===== config.mk =====
export PLATFORM = sky130hd
export DESIGN_NAME = intel_hex_record_encoder_flat
export DESIGN_NICKNAME = d
export VERILOG_FILES = /design/src/hdl/ihx_pkg.sv /design/src/hdl/ihx_in_if.sv /design/src/hdl/ihx_out_if.sv /design/src/hdl/ihx_datapath.sv /design/src/hdl/ihx_ctrl.sv /design/src/hdl/intel_hex_record_encoder.sv /design/src/flat_wrapper.sv
export SDC_FILE = /design/constraint.sdc
export NUM_CORES = 1
export LEC_CHECK = 0
export BUFFER_PORTS_ARGS = -buffer_cell sky130_fd_sc_hd__buf_2
export CAP_MARGIN = 10
export CORE_ASPECT_RATIO = 1.4
export CORE_UTILIZATION = 45
export CTS_BUF_LIST = sky130_fd_sc_hd__clkbuf_4
export DETAILED_ROUTE_END_ITERATION = 6
export SLEW_MARGIN = 10
export SYNTH_ARGS = -nofsm -noshare
export SYNTH_HDL_FRONTEND = slang
export SYNTH_HIERARCHICAL = 1
export SYNTH_SLANG_ARGS = --single-unit

===== constraint.sdc =====
create_clock -name i_clk -period 5.6 [get_ports i_clk]
set_clock_uncertainty 0.05 [all_clocks]
set_input_delay 0.28 -clock i_clk [delete_from_list [all_inputs] [get_ports i_clk]]
set_output_delay 0.28 -clock i_clk [all_outputs]
set_load 0.01 [all_outputs]

===== src/hdl/ihx_pkg.sv =====
package ihx_pkg;

    parameter int unsigned RECORD_BYTES = 16;
    localparam logic [4:0] RecordBytesW = 5'(RECORD_BYTES);

    localparam logic [1:0] CMD_BEGIN  = 2'd0;
    localparam logic [1:0] CMD_DATA   = 2'd1;
    localparam logic [1:0] CMD_END    = 2'd2;
    localparam logic [1:0] CMD_FINISH = 2'd3;

    // record kinds are coded by their record type byte
    localparam logic [2:0] KIND_DATA  = 3'd0;
    localparam logic [2:0] KIND_EOF   = 3'd1;
    localparam logic [2:0] KIND_EXT   = 3'd4;
    localparam logic [2:0] KIND_START = 3'd5;

    localparam logic [2:0] FLD_LEN     = 3'd0;
    localparam logic [2:0] FLD_ADDR_HI = 3'd1;
    localparam logic [2:0] FLD_ADDR_LO = 3'd2;
    localparam logic [2:0] FLD_TYPE    = 3'd3;
    localparam logic [2:0] FLD_DATA    = 3'd4;
    localparam logic [2:0] FLD_CSUM    = 3'd5;

    localparam logic [1:0] CH_COLON   = 2'd0;
    localparam logic [1:0] CH_HI      = 2'd1;
    localparam logic [1:0] CH_LO      = 2'd2;
    localparam logic [1:0] CH_NEWLINE = 2'd3;

    localparam logic [7:0] AsciiColon   = 8'h3A;
    localparam logic [7:0] AsciiNewline = 8'h0A;
    localparam logic [7:0] AsciiZero    = 8'h30;
    localparam logic [7:0] AsciiNine    = 8'h39;
    localparam logic [7:0] AsciiUpperA  = 8'h41;
    localparam logic [7:0] AsciiUpperF  = 8'h46;

    typedef struct packed {
        logic       accept;
        logic       emit;
        logic [1:0] char_sel;
        logic [2:0] field;
        logic [2:0] kind;
        logic [3:0] idx;
        logic [3:0] rd_idx;
        logic       last;
        logic       ext_clear;
        logic       flush_done;
    } t_dp_cmd;

    typedef struct packed {
        logic [1:0] cmd;
        logic       ext_pending;
        logic [4:0] fill;
        logic       flush_cond;
        logic [4:0] rec_len;
        logic       out_free;
    } t_dp_status;

    function automatic logic [7:0] hex_char(input logic [3:0] nib);
        logic [7:0] wide;
        wide = {4'd0, nib};
        return (nib < 4'd10) ? (AsciiZero + wide) : (AsciiUpperA - 8'd10 + wide);
    endfunction

endpackage


===== src/hdl/ihx_in_if.sv =====
interface ihx_in_if;
    logic        valid;
    logic        ready;
    logic [1:0]  command;
    logic [31:0] value;
    logic [7:0]  data_byte;

    modport source (output valid, output command, output value, output data_byte,
                    input ready);
    modport sink   (input valid, input command, input value, input data_byte,
                    output ready);
endinterface


===== src/hdl/ihx_out_if.sv =====
interface ihx_out_if;
    logic       valid;
    logic       ready;
    logic [7:0] text_char;
    logic       last;

    modport source (output valid, output text_char, output last, input ready);
    modport sink   (input valid, input text_char, input last, output ready);
endinterface


===== src/hdl/ihx_datapath.sv =====
module ihx_datapath (
    input  logic                i_clk,
    input  logic                i_rst_n,
    input  ihx_pkg::t_dp_cmd    i_cmd,
    input  logic [1:0]          i_command,
    input  logic [31:0]         i_value,
    input  logic [7:0]          i_data_byte,
    input  logic                i_out_ready,
    output logic                o_out_valid,
    output logic [7:0]          o_text_char,
    output logic                o_last,
    output ihx_pkg::t_dp_status o_status
);
    import ihx_pkg::*;

    logic [7:0]  r_buf [16];
    logic [7:0]  r_rd;
    logic [4:0]  r_fill;
    logic [15:0] r_low;
    logic [15:0] r_upper;
    logic        r_ext;
    logic [1:0]  r_cmd;
    logic [31:0] r_value;
    logic [7:0]  r_sum;
    logic        r_out_valid;
    logic [7:0]  r_char;
    logic        r_last;

    logic [4:0]  rec_len;
    logic [7:0]  cur_byte;
    logic [7:0]  n_char;
    logic [16:0] adv_sum;
    logic        out_free;

    assign adv_sum  = {1'b0, r_low} + {12'd0, r_fill};
    assign out_free = !r_out_valid || i_out_ready;

    always_comb begin
        case (i_cmd.kind)
            KIND_EXT:   rec_len = 5'd2;
            KIND_DATA:  rec_len = r_fill;
            KIND_START: rec_len = 5'd4;
            default:    rec_len = 5'd0;
        endcase
    end

    always_comb begin
        unique case (i_cmd.field)
            FLD_LEN:     cur_byte = {3'd0, rec_len};
            FLD_ADDR_HI: cur_byte = (i_cmd.kind == KIND_DATA) ? r_low[15:8] : 8'd0;
            FLD_ADDR_LO: cur_byte = (i_cmd.kind == KIND_DATA) ? r_low[7:0] : 8'd0;
            FLD_TYPE:    cur_byte = {5'd0, i_cmd.kind};
            FLD_DATA: begin
                case (i_cmd.kind)
                    KIND_EXT:   cur_byte = i_cmd.idx[0] ? r_upper[7:0] : r_upper[15:8];
                    KIND_DATA:  cur_byte = r_rd;
                    KIND_START: begin
                        case (i_cmd.idx[1:0])
                            2'd0:    cur_byte = r_value[31:24];
                            2'd1:    cur_byte = r_value[23:16];
                            2'd2:    cur_byte = r_value[15:8];
                            default: cur_byte = r_value[7:0];
                        endcase
                    end
                    default:    cur_byte = 8'd0;
                endcase
            end
            FLD_CSUM:    cur_byte = 8'd0 - r_sum;
            default:     cur_byte = 8'd0;
        endcase
    end

    always_comb begin
        unique case (i_cmd.char_sel)
            CH_COLON: n_char = AsciiColon;
            CH_HI:    n_char = hex_char(cur_byte[7:4]);
            CH_LO:    n_char = hex_char(cur_byte[3:0]);
            default:  n_char = AsciiNewline;
        endcase
    end

    always_ff @(posedge i_clk) begin
        if (i_cmd.accept && i_command == CMD_DATA) begin
            r_buf[r_fill[3:0]] <= i_data_byte;
        end
        r_rd <= r_buf[i_cmd.rd_idx];
    end

    always_ff @(posedge i_clk) begin
        if (i_cmd.accept) begin
            r_cmd   <= i_command;
            r_value <= i_value;
        end
        if (i_cmd.emit) begin
            r_char <= n_char;
            r_last <= i_cmd.last;
            if (i_cmd.char_sel == CH_COLON) begin
                r_sum <= 8'd0;
            end else if (i_cmd.char_sel == CH_LO && i_cmd.field != FLD_CSUM) begin
                r_sum <= r_sum + cur_byte;
            end
        end
    end

    always_ff @(posedge i_clk) begin
        if (!i_rst_n) begin
            r_fill      <= 5'd0;
            r_low       <= 16'd0;
            r_upper     <= 16'd0;
            r_ext       <= 1'b0;
            r_out_valid <= 1'b0;
        end else begin
            if (i_cmd.accept && i_command == CMD_BEGIN) begin
                r_upper <= i_value[31:16];
                r_low   <= i_value[15:0];
                r_ext   <= 1'b1;
                r_fill  <= 5'd0;
            end else if (i_cmd.accept && i_command == CMD_DATA) begin
                r_fill <= r_fill + 5'd1;
            end else if (i_cmd.ext_clear) begin
                r_ext <= 1'b0;
            end else if (i_cmd.flush_done) begin
                r_low  <= adv_sum[15:0];
                r_fill <= 5'd0;
                if (adv_sum[16]) begin
                    r_upper <= r_upper + 16'd1;
                    r_ext   <= 1'b1;
                end
            end
            if (i_cmd.emit) begin
                r_out_valid <= 1'b1;
            end else if (i_out_ready) begin
                r_out_valid <= 1'b0;
            end
        end
    end

    assign o_out_valid = r_out_valid;
    assign o_text_char = r_char;
    assign o_last      = r_last;

    assign o_status.cmd         = r_cmd;
    assign o_status.ext_pending = r_ext;
    assign o_status.fill        = r_fill;
    assign o_status.flush_cond  = (r_fill >= RecordBytesW) || r_fill[4] ||
                                  (adv_sum == 17'h10000);
    assign o_status.rec_len     = rec_len;
    assign o_status.out_free    = out_free;

endmodule


===== src/hdl/ihx_ctrl.sv =====
module ihx_ctrl (
    input  logic                i_clk,
    input  logic                i_rst_n,
    input  logic                i_in_valid,
    output logic                o_in_ready,
    input  ihx_pkg::t_dp_status i_status,
    output ihx_pkg::t_dp_cmd    o_cmd
);
    import ihx_pkg::*;

    localparam logic [2:0] S_IDLE     = 3'd0;
    localparam logic [2:0] S_DISPATCH = 3'd1;
    localparam logic [2:0] S_COLON    = 3'd2;
    localparam logic [2:0] S_HI       = 3'd3;
    localparam logic [2:0] S_LO       = 3'd4;
    localparam logic [2:0] S_NL       = 3'd5;

    logic [2:0] r_state, n_state;
    logic [2:0] r_kind,  n_kind;
    logic [2:0] r_field, n_field;
    logic [3:0] r_idx,   n_idx;

    always_comb begin
        n_state = r_state;
        n_kind  = r_kind;
        n_field = r_field;
        n_idx   = r_idx;
        o_in_ready       = 1'b0;
        o_cmd.accept     = 1'b0;
        o_cmd.emit       = 1'b0;
        o_cmd.char_sel   = CH_COLON;
        o_cmd.last       = 1'b0;
        o_cmd.ext_clear  = 1'b0;
        o_cmd.flush_done = 1'b0;

        unique case (r_state)
            S_IDLE: begin
                o_in_ready   = 1'b1;
                o_cmd.accept = i_in_valid;
                if (i_in_valid) begin
                    n_state = S_DISPATCH;
                end
            end
            S_DISPATCH: begin
                n_field = FLD_LEN;
                n_idx   = 4'd0;
                n_state = S_COLON;
                unique case (i_status.cmd)
                    CMD_DATA: begin
                        if (i_status.ext_pending) begin
                            n_kind          = KIND_EXT;
                            o_cmd.ext_clear = 1'b1;
                        end else if (i_status.flush_cond) begin
                            n_kind = KIND_DATA;
                        end else begin
                            n_state = S_IDLE;
                        end
                    end
                    CMD_END: begin
                        n_kind = KIND_DATA;
                        if (i_status.fill == 5'd0) begin
                            n_state = S_IDLE;
                        end
                    end
                    CMD_FINISH: n_kind = KIND_START;
                    default:    n_state = S_IDLE;
                endcase
            end
            S_COLON: begin
                o_cmd.char_sel = CH_COLON;
                if (i_status.out_free) begin
                    o_cmd.emit = 1'b1;
                    n_state    = S_HI;
                end
            end
            S_HI: begin
                o_cmd.char_sel = CH_HI;
                if (i_status.out_free) begin
                    o_cmd.emit = 1'b1;
                    n_state    = S_LO;
                end
            end
            S_LO: begin
                o_cmd.char_sel = CH_LO;
                if (i_status.out_free) begin
                    o_cmd.emit = 1'b1;
                    n_state    = S_HI;
                    unique case (r_field)
                        FLD_LEN:     n_field = FLD_ADDR_HI;
                        FLD_ADDR_HI: n_field = FLD_ADDR_LO;
                        FLD_ADDR_LO: n_field = FLD_TYPE;
                        FLD_TYPE: begin
                            n_field = (i_status.rec_len == 5'd0) ? FLD_CSUM : FLD_DATA;
                        end
                        FLD_DATA: begin
                            if (({1'b0, r_idx} + 5'd1) == i_status.rec_len) begin
                                n_field = FLD_CSUM;
                                n_idx   = 4'd0;
                            end else begin
                                n_idx = r_idx + 4'd1;
                            end
                        end
                        default: n_state = S_NL;
                    endcase
                end
            end
            S_NL: begin
                o_cmd.char_sel = CH_NEWLINE;
                if (r_kind == KIND_EXT) begin
                    o_cmd.last = !i_status.flush_cond;
                end else begin
                    o_cmd.last = (r_kind != KIND_START);
                end
                if (i_status.out_free) begin
                    o_cmd.emit       = 1'b1;
                    o_cmd.flush_done = (r_kind == KIND_DATA);
                    n_field          = FLD_LEN;
                    n_idx            = 4'd0;
                    n_state          = S_IDLE;
                    if (r_kind == KIND_EXT && i_status.flush_cond) begin
                        n_kind  = KIND_DATA;
                        n_state = S_COLON;
                    end else if (r_kind == KIND_START) begin
                        n_kind  = KIND_EOF;
                        n_state = S_COLON;
                    end
                end
            end
            default: n_state = S_IDLE;
        endcase

        o_cmd.field  = r_field;
        o_cmd.kind   = r_kind;
        o_cmd.idx    = r_idx;
        o_cmd.rd_idx = n_idx;
    end

    always_ff @(posedge i_clk) begin
        if (!i_rst_n) begin
            r_state <= S_IDLE;
            r_kind  <= KIND_DATA;
            r_field <= FLD_LEN;
            r_idx   <= 4'd0;
        end else begin
            r_state <= n_state;
            r_kind  <= n_kind;
            r_field <= n_field;
            r_idx   <= n_idx;
        end
    end

endmodule


===== src/hdl/intel_hex_record_encoder.sv =====
// Intel HEX (I32HEX) record encoder. Each input beat carries a command: begin latches a 32-bit
// load address, data buffers one byte, end flushes a partial record, finish emits the start
// linear address and EOF records. Output beats carry one ASCII character each (colon, uppercase
// hex digit or newline), with last set on the final character caused by an input beat. An input
// beat is taken in one cycle and decoded in the next; a data byte that causes no record frees
// the input again straight from the decode state. A record of n data bytes is 2*n + 12
// characters, which leave through the single output register and are held back by any output
// stall: 44 characters for a full 16-byte data record, 16 for an extended address record. A
// finish frees the input again once its two records are sent. Buffered bytes sit in a 16-entry
// memory read one byte per two characters.
module intel_hex_record_encoder (
    input  logic       i_clk,
    input  logic       i_rst_n,
    ihx_in_if.sink     i_in,
    ihx_out_if.source  o_out
);
    import ihx_pkg::*;

    t_dp_cmd    cmd;
    t_dp_status st;

    ihx_ctrl u_ctrl (
        .i_clk      (i_clk),
        .i_rst_n    (i_rst_n),
        .i_in_valid (i_in.valid),
        .o_in_ready (i_in.ready),
        .i_status   (st),
        .o_cmd      (cmd)
    );

    ihx_datapath u_datapath (
        .i_clk       (i_clk),
        .i_rst_n     (i_rst_n),
        .i_cmd       (cmd),
        .i_command   (i_in.command),
        .i_value     (i_in.value),
        .i_data_byte (i_in.data_byte),
        .i_out_ready (o_out.ready),
        .o_out_valid (o_out.valid),
        .o_text_char (o_out.text_char),
        .o_last      (o_out.last),
        .o_status    (st)
    );

    a_one_item_at_a_time: assert property (@(posedge i_clk) disable iff (!i_rst_n)
        (i_in.valid && i_in.ready) |=> !i_in.ready)
        else $error("input taken while previous item still in work");

    a_char_set: assert property (@(posedge i_clk) disable iff (!i_rst_n)
        o_out.valid |-> (o_out.text_char == AsciiColon || o_out.text_char == AsciiNewline ||
                         (o_out.text_char >= AsciiZero && o_out.text_char <= AsciiNine) ||
                         (o_out.text_char >= AsciiUpperA && o_out.text_char <= AsciiUpperF)))
        else $error("character outside record alphabet");

    a_fill_bound: assert property (@(posedge i_clk) disable iff (!i_rst_n)
        st.fill <= RecordBytesW)
        else $error("byte buffer overfilled");

endmodule

===== src/flat_wrapper.sv =====
// flat-port wrapper written by rule: the top's interface ports become plain ports
module intel_hex_record_encoder_flat import ihx_pkg::*;
  (i_clk, i_rst_n, i_in_valid, i_in_command, i_in_value, i_in_data_byte, i_in_ready, o_out_valid, o_out_text_char, o_out_last, o_out_ready);
  ihx_in_if i_in_i ();
  ihx_out_if o_out_i ();
  input  logic i_clk;
  input  logic i_rst_n;
  input wire logic [$bits(i_in_i.valid)-1:0] i_in_valid;
  input wire logic [$bits(i_in_i.command)-1:0] i_in_command;
  input wire logic [$bits(i_in_i.value)-1:0] i_in_value;
  input wire logic [$bits(i_in_i.data_byte)-1:0] i_in_data_byte;
  output wire logic [$bits(i_in_i.ready)-1:0] i_in_ready;
  output wire logic [$bits(o_out_i.valid)-1:0] o_out_valid;
  output wire logic [$bits(o_out_i.text_char)-1:0] o_out_text_char;
  output wire logic [$bits(o_out_i.last)-1:0] o_out_last;
  input wire logic [$bits(o_out_i.ready)-1:0] o_out_ready;
  assign i_in_i.valid = i_in_valid;
  assign i_in_i.command = i_in_command;
  assign i_in_i.value = i_in_value;
  assign i_in_i.data_byte = i_in_data_byte;
  assign i_in_ready = i_in_i.ready;
  assign o_out_valid = o_out_i.valid;
  assign o_out_text_char = o_out_i.text_char;
  assign o_out_last = o_out_i.last;
  assign o_out_i.ready = o_out_ready;
  intel_hex_record_encoder u_core (.i_clk(i_clk), .i_rst_n(i_rst_n), .i_in(i_in_i), .o_out(o_out_i));
endmodule

Yosys cells after proc, flatten, opt, wreduce, memory -nomap -nowiden:

Memories as Yosys holds them, arrays and structs flattened. A register that Yosys moved wholly into a read port is not among the register bits.
Cells that the tools add are included.

* reductions and logical operators: 36
* multiply operators: 0
* bitwise logic cells: 1
* eq/ne operators: 37
* add/subtract/negate cells: 11
* mux-type cells: 73
* $lt $le $gt $ge: 3
* divide/modulo/power cells: 0
* shift-type cells: 0

Operator list (count)
* $mux 16: 9
* $pmux 8 s3: 2
* $pmux 8 s6: 1
* $mux 3: 14
* $mux 8: 4
* $add 6x4->7 const A: 4
* $pmux 3 s3: 3
* $pmux 7 s3: 1
* $mux 1: 19
* $eq 3x3->1 const B: 6
* $pmux 3 s6: 1
* $add 16x5->17: 1
* $eq 17x17->1 const B: 1
* $add 16x1->16 const B: 1
* $mux 4: 4
* $mux 5: 3
* $pmux 3 s5: 1
* $pmux 5 s3: 1
* $reduce_and 5->1: 3
* $mux 7: 2
* $ne 2x2->1 const B: 7
* $eq 3x2->1 const B: 4
* $ne 3x3->1 const B: 4
* $pmux 3 s4: 1
* other kinds (32): 64

* register bits after elaboration: 103
* bits in read-only memories: 0
* bits in latches: 0
* bits of input ports: 46
* output and inout port bits: 11
* bits in writable memories: 128
* memories kept: 1
* word-level logic and storage cells: 176

Memories
* u_core.u_datapath.r_buf: depth 16, bits a word 8, rd ports 1, clocked after Yosys merged registers in 1, wr ports 1, line ihx_datapath.sv:16 `logic [7:0] r_buf [16];`

Depth between registers and ports, before layout:

Gate-level depths: netlist of run 1.

* word-level depth: 8
* depth in mapped cells: 16
* depth with buffers taken out: 14

Modules after synthesis:

Netlist of run 1, hierarchy kept.

By module, submodules not included
* ihx_datapath: instances 1, cells each 749, area an instance 10322.4 µm²
* ihx_ctrl: instances 1, cells each 118, area an instance 944.7 µm²

Worst setup path before layout of run 1:

No wires, ideal clock.

* kind: register to register
* start point: register u_core.u_ctrl.r_kind[0]
* end point: register u_core.u_datapath.r_rd[0], read port of u_core.u_datapath.r_buf
* arrival time: 3.738 ns
* setup time: 0.134 ns
* slack: 1.677 ns
* period minus slack after synthesis: 3.923 ns
* required time: 5.416 ns
* stages on the path, launching flop included: 13
* cells stage by stage: dfxtp_1 clkbuf_1 buf_1 nand2_1 a21oi_1 xor3_1 nor3_2 a31oi_2 mux2_4 clkbuf_1 buf_1 mux4_2 mux4_2

RTL lines
* start: declaration: line ihx_ctrl.sv:19 `logic [2:0] r_kind, n_kind;`
* start signal: assignment: line ihx_ctrl.sv:146 `r_kind <= n_kind;`
* end: declaration: line ihx_datapath.sv:17 `logic [7:0] r_rd;`

Final worst setup path of run 1:

* start point: register u_core.u_ctrl.r_idx[0]
* end point: register u_core.u_datapath.r_sum[7] (data pin)

* longest elaborated chain between the ends: 6

Ends and longest elaborated chain
* start: declaration: line ihx_ctrl.sv:21 `logic [3:0] r_idx, n_idx;`
* start signal: assignment: line ihx_ctrl.sv:148 `r_idx <= n_idx;`
* $eq 2x2->1 (tied with other cells): line ihx_datapath.sv:58 `case (i_cmd.idx[1:0])`
* $pmux 8 s3: line ihx_datapath.sv:58
* $pmux 8 s3 *: line ihx_datapath.sv:54 `case (i_cmd.kind)`
* $pmux 8 s6 *: line ihx_datapath.sv:48 `unique case (i_cmd.field)`
* $add 8x8->8 *: line ihx_datapath.sv:100 `r_sum <= r_sum + cur_byte;`
* $mux 8 *: line ihx_datapath.sv:99 `end else if (i_cmd.char_sel == CH_LO && i_cmd.field != FLD_CSUM) begin`
* end signal: assignment: line ihx_datapath.sv:100
* end: declaration: line ihx_datapath.sv:24 `logic [7:0] r_sum;`

Every way passes the cells marked *; elsewhere a longest branch is shown, timed or not. The select of a mux whose other input is x is not followed.
A chain may end at the register's enable or synchronous reset.

==> results of run 1 <==
layout by cell type, fill, tap and decap left out, drive strengths merged, types with 5 or more instances in the layout:
cell | netlist | layout
and2 | 16 | 16
mux2 | 11 | 11
nand2 | 49 | 49
mux4 | 46 | 46
dfxtp | 59 | 59
xor2 | 24 | 24
nand3 | 15 | 15
clkbuf | 27 | 92
nor4 | 6 | 6
a21oi | 47 | 47
nor3 | 24 | 24
nor2b | 17 | 17
nor2 | 65 | 65
o21a | 7 | 7
and3 | 8 | 8
a311oi | 5 | 5
clkinv | 0 | 11
ha | 21 | 21
a211oi | 11 | 11
xnor2 | 22 | 22
buf | 22 | 65
inv | 20 | 20
nand2b | 12 | 12
dlygate4sd3 | 0 | 43
a31oi | 9 | 9
nand4 | 10 | 10
a21o | 8 | 8
o21ai | 48 | 48
edfxtp | 178 | 178
or3 | 8 | 8
mux2i | 10 | 10
Yosys cell counts, types with 6 or more instances:
| library cell | number |
|---|---|
| edfxtp_1 | 178 |
| nor2_1 | 65 |
| dfxtp_1 | 59 |
| nand2_1 | 49 |
| a21oi_1 | 47 |
| mux4_2 | 46 |
| o21ai_0 | 45 |
| clkbuf_1 | 26 |
| xor2_1 | 24 |
| nor3_1 | 22 |
| xnor2_1 | 22 |
| ha_1 | 21 |
| inv_1 | 20 |
| nor2b_1 | 17 |
| and2_1 | 15 |
| nand3_1 | 14 |
| nand2b_1 | 12 |
| mux2_2 | 10 |
| mux2i_1 | 10 |
| nand4_1 | 10 |
| a211oi_1 | 9 |
| a21o_1 | 8 |
| a31oi_1 | 8 |
| buf_1 | 8 |
| buf_2 | 8 |
| or3_1 | 8 |
| and3_1 | 7 |
| o21a_1 | 7 |
| buf_4 | 6 |
sequential cells by signal (all words and copies together), names as in the netlist:
register	cells
u_core/u_ctrl/r_field	3
u_core/u_ctrl/r_idx	4
u_core/u_ctrl/r_kind	2
u_core/u_ctrl/r_state	3
u_core/u_datapath/o_last	1
u_core/u_datapath/o_out_valid	1
u_core/u_datapath/o_text_char	7
u_core/u_datapath/r_buf	128
u_core/u_datapath/r_cmd	2
u_core/u_datapath/r_ext	1
u_core/u_datapath/r_fill	5
u_core/u_datapath/r_low	16
u_core/u_datapath/r_rd	8
u_core/u_datapath/r_sum	8
u_core/u_datapath/r_upper	16
u_core/u_datapath/r_value	32
worst max-delay path, stage by stage (launching register included):
cell and delay, ns:
dfxtp_1 0.78, buf_4 0.36, mux2_2 0.36, mux2i_1 0.14, nor2_1 0.06, a211oi_1 0.57
inv_1 0.19, ha_1 0.35, nor2b_1 0.15, o21a_1 0.18, o41ai_1 0.33, xnor2_1 0.16
nor2_1 0.05
layer usage:
| layer | global-route usage | vias up | part of all wire |
|---|---|---|---|
| met5 | 0 | - | 0 |
| li1 | - | 3588 | - |
| met1 | 0.2385 | 3724 | 0.38 |
| met2 | 0.3956 | 223 | 0.54 |
| met3 | 0.03775 | 65 | 0.044 |
| met4 | 0.1029 | 0 | 0.036 |
power by group through the flow:
stage / combinational, mW / sequential, mW / clock, mW
floorplan: 0.148 / 2.01 / 0
global placement: 0.220 / 2.03 / 0
detailed placement: 0.221 / 2.03 / 0
CTS: 0.246 / 2.00 / 1.56
global route: 0.272 / 2.00 / 1.64
finish: 0.245 / 2.00 / 1.51
layout make-up:
class | count | area [µm²] | share of cell area
antenna | 2 | 5.005 | 0.0003836
clock buffer | 92 | 690.7 | 0.05294
clock inverter | 15 | 117.6 | 0.009015
inverter | 20 | 75.07 | 0.005754
multi-input combinational | 561 | 4457 | 0.3416
sequential | 237 | 6526 | 0.5002
tap | 315 | 394.1 | 0.03021
timing repair buffer | 108 | 780.7 | 0.05984
how the worst min path moves through the flow:
stage / start / to / slack, ns / cells past startpoint
floorplan: i_in_data_byte[0] / u_core/u_datapath/r_buf[0][0]$_DFFE_PP_ / 0.33 / 0
global placement: i_in_value[16] / u_core/u_datapath/r_value[16]$_DFFE_PP_ / 0.42 / 1
detailed placement: i_in_value[28] / u_core/u_datapath/r_value[28]$_DFFE_PP_ / 0.42 / 1
CTS: i_rst_n / u_core/u_ctrl/r_state[1]$_SDFFE_PN0P_ / 0.01 / 3
global route: i_rst_n / u_core/u_ctrl/r_state[1]$_SDFFE_PN0P_ / 0.08 / 3
finish: i_rst_n / u_core/u_ctrl/r_state[1]$_SDFFE_PN0P_ / 0.09 / 3
metrics by stage:
stage / instances / cell area (µm²)
2_1_floorplan: 867 / 11270
3_3_place_gp: 1198 / 11800
3_5_place_dp: 1198 / 11800
4_1_cts: 1348 / 13040
5_1_grt: 1350 / 13050
6_report: 1350 / 13050
what timing repair did:
item                      in CTS  in global routing
hold buffers                  43                  0
hold endpoints to repair     198                  0
buffers inserted               0                  0
logic make-up after synthesis:
logic type,Yosys count,synth area share
other,2,0.0006665
XOR/XNOR,47,0.03787
multiplexers,67,0.1122
adder cells (fa/ha/maj),23,0.02687
AO/OA/AOI/OAI,174,0.1006
buffers and inverters,69,0.02598
flip-flops,237,0.5792
AND/OR/NAND/NOR,248,0.1166
==> impl_metrics.csv, run 1 <==
group,metric,value,unit
critical_path,crit_end,"u_core/u_datapath/r_sum[7]$_SDFFCE_PN0P_",
placement,dp_hpwl,18540,µm
synthesis,synth_top_cell_by_area,"edfxtp_1",
sta,tns,0,ns
critical_path,rr_startpoint,"u_core/u_ctrl/r_idx[0]$_SDFF_PN0_",
clocking,cts_buffers,58,
power_and_ir_drop,power.internal,2.888,mW
job,maxCapViolations,0,
synthesis,synth-seq-cells,237,
synthesis,synth.net_count,936,
drt,wirelength,26790,µm
floorplanning,coreArea,0.02459,mm²
synthesis,syn_area_per_cell,13.00,µm²
drt,post_drt_wl_per_cell,19.84,µm
clocking,cts_root_buffer,"clkbuf_4",
placement,dp_slack,1.537,ns
drt,viasPerCell,5.630,
floorplanning,die_y,189.2,µm
sta,worstMarginPinSlew,1.069,ns
power_and_ir_drop,comb_power_share,0.065,
clocking,path_clk_slew,0.07,ns
sta,maxSlewViolCount,0,
power_and_ir_drop,switching_share,0.2293,
sta,hold_violations,0,
floorplanning,die_w,135.7,µm
power_and_ir_drop,p_per_area,287.3,mW/mm²
synthesis,yosysWarnings,6,
layout,area_delta_synth_final,15.79,%
synthesis,yosysTopAreaCellShare,0.4744,
clocking,clock-sinks,237,
synthesis,synth-async-reset-ratio,0,
sta,clock.fmax,250.8,MHz
critical_path,cp.arrival,4.38,ns
critical_path,r2r_cells,12,
global_routing,grt_pass1_vias,7724,
critical_path,cp_max_fo,13,
power_and_ir_drop,leakage,4.474,nW
layout,nets,1055,
critical_path,worstReg2RegEnd,"u_core/u_datapath/r_sum[7]$_SDFFCE_PN0P_",
clocking,cts_resized,0,
global_routing,grt_pass1_wl,41560,µm
synthesis,synth_cells,867,
synthesis,synthFlopType,"edfxtp_1",
sta,fin_crit,3.987,ns
clocking,cts_max_path_buffers,3,
drt,vias,7600,
sta,hold_ws,0.09442,ns
synthesis,ys_seq_area_frac,0.5792,
power_and_ir_drop,p_total,3.748,mW
sta,rsz0062_at_grt,"false",
clocking,clk_latency,0.71,ns
power_and_ir_drop,power.switching,859.3,µW
layout,final_util,0.5306,
sta,period_share,0.7119,
global_routing,grt_overflow,0,
floorplanning,rows,68,
worst_hold_path,worstHoldPathType,"in -> reg",
placement,place.gp.congestion,0.9125,
clocking,cts_tree,"built",
power_and_ir_drop,clockPowerShare,0.402,
sta,report.final.setup_viol,0,
drt,post-route-drc-count,0,
outcome,status,"finished, final reports clean",
global_routing,grt_max_degree,48,
critical_path,reg2reg_slack,1.61,ns
placement,port_buffers,55,
drt,dr.pass1.iters,5,
clocking,htreeDepth,2,
power_and_ir_drop,max-vdd-ir-drop,0.0002298,V
drt,drt.antenna.violating_nets,0,
synthesis,yosys-top-cells-area,"edfxtp_1 47%, dfxtp_1 10%, mux4_2 9.2%",
drt,drt_iter0_drc,500,
floorplanning,start_util,0.4582,
layout,final.fill_count,2140,
sta,slew-limit-headroom,0.2847,
global_routing,grt_use_total,0.2163,
critical_path,start_kind,"flop",
synthesis,synth_cell_types,77,
critical_path,critPathCaptureType,"flop",
floorplanning,io_pins,57,
critical_path,required,6.00,ns
critical_path,crit_type,"reg -> reg",
synthesis,synth_edf_count,178,
critical_path,worstSetupStartpoint,"u_core/u_ctrl/r_idx[0]$_SDFF_PN0_",
sta,setup_ws,1.613,ns
layout,drive_gt1_frac,0.2314,
power_and_ir_drop,p_seq_frac,0.533,
floorplanning,die-area,0.02568,mm²
synthesis,netlist_area,0.01127,mm²
global_routing,antenna_found_initial,2,
No activity file was read; power rests on OpenSTA's default activity.
==> run 2, diff against run 1 <==
Clock period 5.6 ns to 3.8 ns, I/O delays scaled along.
==> impl_metrics.csv, run 2 (synthesis gave the netlist of run 1 again) <==
group,metric,value,unit
global_routing,grt_use_total,0.2245,
layout,final_design_area_no_fill,0.01331,mm²
power_and_ir_drop,comb_power_share,0.070,
sta,report.final.setup_viol,0,
placement,port_buffers,55,
drt,vias,7711,
clocking,clock-sinks,237,
critical_path,required,4.21,ns
sta,maxSlewViolCount,0,
drt,drt_iter0_drc,395,
critical_path,crit_buf_inv,1,
sta,worstMarginPinSlew,1.081,ns
critical_path,crit_type,"reg -> reg",
layout,drive_gt1_frac,0.2491,
global_routing,grt_pass1_wl,43000,µm
clocking,clk_latency,0.74,ns
global_routing,grt_max_degree,56,
power_and_ir_drop,leakage,4.634,nW
layout,largest_reg_flops,128,
global_routing,grt_pass1_vias,7934,
critical_path,crit_path_cell_trace,"or4_1, and3_1, a221o_1, a211oi_1, inv_1, ha_1, nor2b_1, o21a_1, o41ai_1, xnor2_1, nor2_1",
global_routing,antenna_found_initial,1,
sta,rsz0062_at_grt,"false",
clocking,htreeDepth,2,
drt,dr.pass1.iters,5,
clocking,cts_setup_buffers,0,
sta,tns,0,ns
power_and_ir_drop,power.switching,1.307,mW
layout,nets,1089,
power_and_ir_drop,switching_share,0.2387,
placement,dp_hpwl,19790,µm
placement,dp_slack,0.1837,ns
drt,viasPerCell,5.572,
layout,final_common_cell,"edfxtp_1",
critical_path,cp_max_fo,6,
clocking,cts_max_path_buffers,3,
sta,slew-limit-headroom,0.2791,
floorplanning,die-area,0.02568,mm²
clocking,cts_root_buffer,"clkbuf_4",
floorplanning,coreArea,0.02459,mm²
critical_path,slowest_delay,0.56,ns
power_and_ir_drop,power.internal,4.170,mW
placement,place.gp.congestion,0.8924,
drt,post_drt_wl_per_cell,20.25,µm
drt,wirelength,28020,µm
job,maxCapViolations,0,
layout,layout_common_cells,"178 x edfxtp_1, 89 x clkbuf_4, 65 x nor2_1",
critical_path,start_kind,"flop",
global_routing,grt_overflow,0,
placement,placed_area,0.01208,mm²
layout,final.fill_count,2128,
sta,setup_ws,0.1124,ns
clocking,path_clk_slew,0.07,ns
sta,period_share,0.9704,
floorplanning,die_w,135.7,µm
layout,final_util,0.5411,
power_and_ir_drop,p_per_area,411.6,mW/mm²
critical_path,cpMaxStageDelayCell,"or4_1",
worst_hold_path,worstHoldPathType,"in -> reg",
critical_path,critPathCaptureType,"flop",
sta,hold_violations,0,
floorplanning,start_util,0.4582,
power_and_ir_drop,p_seq_frac,0.537,
clocking,cts_tree,"built",
clocking,cts_buffers,58,
drt,post-route-drc-count,0,
floorplanning,rows,68,
sta,clock.fmax,271.2,MHz
critical_path,critPathTopFamily,"compound AO/OA/AOI/OAI gates",
floorplanning,io_pins,57,
power_and_ir_drop,clockPowerShare,0.394,
power_and_ir_drop,max-vdd-ir-drop,0.0003414,V
floorplanning,die_y,189.2,µm
critical_path,cp.arrival,4.10,ns
layout,area_delta_synth_final,18.09,%
sta,fin_crit,3.688,ns
drt,drt.antenna.violating_nets,0,
outcome,status,"finished, final reports clean",
## run 2: cell types whose count changed in the layout (fill, tap and decap cells not counted)
| cell | before | now |
|---|---|---|
| a211oi_2 | 3 | 2 |
| clkinv_1 | 10 | 16 |
| clkbuf_4 | 92 | 89 |
| nor3b_4 | 0 | 1 |
| clkinv_2 | 1 | 0 |
| dlygate4sd3_1 | 43 | 44 |
| bufinv_16 | 2 | 1 |
| nor3b_2 | 1 | 0 |
| buf_12 | 0 | 3 |
| buf_4 | 10 | 40 |
| diode_2 | 2 | 1 |
| a211oi_1 | 8 | 9 |
## run 2: worst paths after layout
check,depth (start not counted),slack [ns],start,to
max,11,0.11,u_core/u_datapath/r_sum[2]$_SDFFCE_PN0P_,u_core/u_datapath/r_sum[7]$_SDFFCE_PN0P_
min,4,0.10,o_out_ready,u_core/u_ctrl/r_state[2]$_SDFFE_PN0P_
min reg2reg,2,0.47,u_core/u_datapath/r_upper[15]$_SDFFE_PN0P_,u_core/u_datapath/r_upper[15]$_SDFFE_PN0P_
max reg2reg,11,0.11,u_core/u_datapath/r_sum[2]$_SDFFCE_PN0P_,u_core/u_datapath/r_sum[7]$_SDFFCE_PN0P_
## run 2: cell type report
cell class / count / area, µm² / share of cell area
clock inverters: 19 / 105.1 / 0.007899
flip-flops and latches: 237 / 6526 / 0.4905
clock buffers: 89 / 668.1 / 0.05022
multi-input cells: 561 / 4458 / 0.3351
diodes: 1 / 2.502 / 0.0001881
well taps: 315 / 394.1 / 0.02962
repair buffers: 142 / 1076 / 0.08087
inverters: 20 / 75.07 / 0.005642
## run 2: power by group through the flow
stage	clock network [mW]	logic, mW	registers [mW]
finish	2.16	0.382	2.94
global route	2.35	0.416	2.95
CTS	2.23	0.385	2.94
detailed placement	0	0.347	2.99
global placement	0	0.345	2.99
floorplan	0	0.218	2.97
## run 2: metrics by stage
stage | cells | hold WS, ns | power (mW)
6_report | 1384 | 0.1030 | 5.477
5_1_grt | 1384 | 0.1199 | 5.714
4_1_cts | 1383 | 0.06121 | 5.554
3_5_place_dp | 1231 | 0.3312 | 3.341
3_3_place_gp | 1231 | 0.3314 | 3.338
2_1_floorplan | 867 | 0.2389 | 3.184
## run 2: timing repair
| action | in CTS | in global routing |
|---|---|---|
| endpoints found under the hold margin | 207 | 0 |
| hold buffers | 44 | 0 |
| resized for setup | 0 | 1 |
| endpoints found under the setup margin | 0 | 1 |
## run 2: worst reg2reg max path, cell delays in order, from the launching register on
cell      delay, ns
edfxtp_1       0.51
or4_1          0.57
and3_1         0.20
a221o_1        0.26
a211oi_1       0.33
inv_1          0.18
ha_1           0.34
nor2b_1        0.15
o21a_1         0.18
o41ai_1        0.41
xnor2_1        0.18
nor2_1         0.06
## run 2: metal layers
| layer | vias to the layer above | share of wire | track usage |
|---|---|---|---|
| met5 | - | 0 | 0 |
| met4 | 0 | 0.029 | 0.08816 |
| met3 | 51 | 0.044 | 0.04659 |
| met2 | 201 | 0.55 | 0.4195 |
| met1 | 3796 | 0.38 | 0.2420 |
| li1 | 3663 | - | - |
==> run 3, diff against run 2 <==
Settings changed: ABC_AREA set to 1, ABC_CLOCK_PERIOD_IN_PS set to 3800.
==> impl_metrics.csv, run 3 <==
group,metric,value,unit
outcome,status,"finished, final reports clean",
layout,drive_gt1_frac,0.1436,
power_and_ir_drop,clockPowerShare,0.386,
critical_path,required,4.20,ns
power_and_ir_drop,max-vdd-ir-drop,0.0002626,V
synthesis,yosysTopAreaCellShare,0.4389,
clocking,clk_latency,0.73,ns
power_and_ir_drop,p_seq_frac,0.530,
layout,final_util,0.5337,
critical_path,crit_type,"reg -> reg",
clocking,clock-sinks,237,
synthesis,netlist_area,0.01218,mm²
job,maxCapViolations,0,
synthesis,yosys-top-cells-area,"edfxtp_1 44%, dfxtp_1 9.7%, nand2_1 8.9%",
power_and_ir_drop,p_per_area,392.1,mW/mm²
global_routing,grt_use_met3,0.03644,
drt,drt_iter0_drc,591,
drt,post-route-drc-count,0,
critical_path,cp.arrival,3.62,ns
synthesis,synth.most_common_cell,"nand2_1",
floorplanning,die-area,0.02774,mm²
sta,maxSlewViolCount,0,
layout,layout_common_cells,"288 x nand2_1, 178 x edfxtp_1, 148 x inv_1",
power_and_ir_drop,power.switching,1.401,mW
global_routing,grt_overflow,0,
drt,viasPerCell,5.212,
drt,post_drt_wl_per_cell,17.52,µm
sta,fin_crit,3.219,ns
global_routing,gr-usage-met1,0.2620,
layout,seq_area,0.006526,mm²
synthesis,synth_top_cell_by_area,"edfxtp_1",
drt,dr.pass1.iters,5,
clocking,cts_tree,"built",
clocking,path_clk_slew,0.08,ns
worst_hold_path,worstHoldPathType,"in -> reg",
synthesis,synthFlopType,"edfxtp_1",
global_routing,grt_use_total,0.2442,
clocking,cts_setup_buffers,0,
clocking,cts_resized,0,
global_routing,grt-busiest-layer,"met2",
sta,clock.fmax,310.6,MHz
placement,place.gp.congestion,0.9287,
clocking,htreeDepth,2,
synthesis,synth-async-reset-ratio,0,
floorplanning,start_util,0.4620,
synthesis,ys_seq_area_frac,0.5359,
clocking,ctsHoldBuffers,45,
synthesis,synth_cell_types,56,
layout,multi_input_area,0.004852,mm²
layout,fin_cells,1907,
global_routing,grt_pass1_wl,50820,µm
global_routing,grt_use_met2,0.4666,
floorplanning,io_pins,57,
sta,hold_violations,0,
clocking,cts_max_path_buffers,3,
power_and_ir_drop,switching_share,0.2539,
placement,placedCellCount,1754,
sta,tns,0,ns
global_routing,grt_pass1_vias,9572,
clocking,cts_root_buffer,"clkbuf_4",
placement,port_buffers,55,
floorplanning,die_w,141.0,µm
global_routing,antenna_found_initial,1,
sta,report.final.setup_viol,0,
floorplanning,die_y,196.7,µm
layout,final_common_cell,"nand2_1",
synthesis,synth-seq-cells,237,
layout,nets,1567,
sta,rsz0062_at_grt,"false",
layout,final.fill_count,2423,
power_and_ir_drop,leakage,5.508,nW
sta,worstMarginPinSlew,0.8963,ns
critical_path,start_kind,"flop",
drt,drt.antenna.violating_nets,0,
layout,area_delta_synth_final,15.51,%
sta,period_share,0.8472,
drt,wirelength,33410,µm
layout,largest_reg_flops,128,
synthesis,synth_edf_count,178,
sta,slew-limit-headroom,0.4003,
floorplanning,rows,70,
floorplanning,coreArea,0.02636,mm²
drt,vias,9940,
power_and_ir_drop,p_total,5.517,mW
synthesis,synth_top_cells_by_count,"288 x nand2_1, 178 x edfxtp_1, 148 x inv_1, 148 x nor2_1, 94 x nand3_1",
synthesis,syn_area_per_cell,8.936,µm²
power_and_ir_drop,power.internal,4.116,mW
sta,hold_ws,0.1420,ns
synthesis,yosysWarnings,6,
power_and_ir_drop,comb_power_share,0.084,
critical_path,critPathCaptureType,"flop",
synthesis,synth_cells,1363,
placement,dp_hpwl,24170,µm
clocking,cts_buffers,57,
global_routing,grt_max_degree,71,
synthesis,synth.net_count,1432,
critical_path,cp_max_fo,19,
==> run 3: changes by cell type in the layout (fill, tap and decap cells not counted), sizes merged, moves of 38 or more <==
| cell | change |
|---|---|
| o21ai | +46 |
| nand3 | +83 |
| mux4 | -46 |
| nor2 | +92 |
| o211ai | +38 |
| inv | +137 |
| nand2 | +251 |
==> run 3: cell families after synthesis <==
kind of cell | after synthesis | synth area share
and+or+nand+nor | 607 | 0.2171
AOI/OAI and AO/OA | 240 | 0.1137
DFF | 237 | 0.5359
buffers and inverters | 202 | 0.06719
muxes | 32 | 0.02630
adders and majority gates | 23 | 0.02486
xor gates and xnor gates | 20 | 0.01438
other | 2 | 0.0006166
==> run 3: path summary, 6_finish.rpt <==
kind,from,end,slack [ns],cells after the start
min,i_in_value[3],u_core/u_datapath/r_value[3]$_DFFE_PP_,0.14,2
max,u_core/u_ctrl/r_idx[0]$_SDFF_PN0_,u_core/u_datapath/r_sum[6]$_SDFFCE_PN0P_,0.58,17
min reg2reg,u_core/u_datapath/r_ext$_SDFFE_PN0P_,u_core/u_datapath/r_ext$_SDFFE_PN0P_,0.45,2
max reg2reg,u_core/u_ctrl/r_idx[0]$_SDFF_PN0_,u_core/u_datapath/r_sum[6]$_SDFFCE_PN0P_,0.58,17
==> run 3: per-stage QoR <==
step | cell area [µm²] | worst slack, ns
finish | 14070 | 0.5807
global route | 14070 | 0.1983
CTS | 14070 | 0.5888
detailed placement | 12860 | 0.5977
global placement | 12860 | 0.6167
floorplan | 12180 | 0.1267
==> run 3: metal layers <==
metal | wire [µm] | vias to the layer above
met3 | 1407 | 78
met4 | 1209 | 0
li1 | - | 4943
met5 | 0 | -
met1 | 12880 | 4665
met2 | 17910 | 254
==> run 3: critical path, stage by stage, from the launching register on <==
cell	delay [ns]
dfxtp_1	0.81
nor2_4	0.11
nand2_1	0.09
nand3_1	0.08
o211ai_1	0.10
nand2_1	0.09
nand2_1	0.06
nand3_1	0.12
ha_1	0.23
fa_1	0.39
nand2_1	0.09
inv_1	0.03
o21ai_0	0.16
nand2_1	0.11
a21oi_1	0.13
o21bai_1	0.09
o21ai_0	0.17
a21oi_1	0.06
==> run 3: power by group through the flow <==
| stage | clock network (mW) | registers [mW] | logic [mW] |
|---|---|---|---|
| global placement | 0 | 2.98 | 0.421 |
| floorplan | 0 | 2.95 | 0.273 |
| global route | 2.31 | 2.93 | 0.517 |
| finish | 2.13 | 2.92 | 0.464 |
| detailed placement | 0 | 2.98 | 0.427 |
| CTS | 2.20 | 2.92 | 0.464 |
==> run 3: cell type report <==
type | instances | share of cell area
clock inverters | 15 | 0.004625
clock buffers | 92 | 0.04909
repair buffers | 120 | 0.06314
diodes | 1 | 0.0001779
multi-input cells | 924 | 0.3449
inverters | 158 | 0.04216
flip-flops and latches | 237 | 0.4639
well taps | 360 | 0.03202
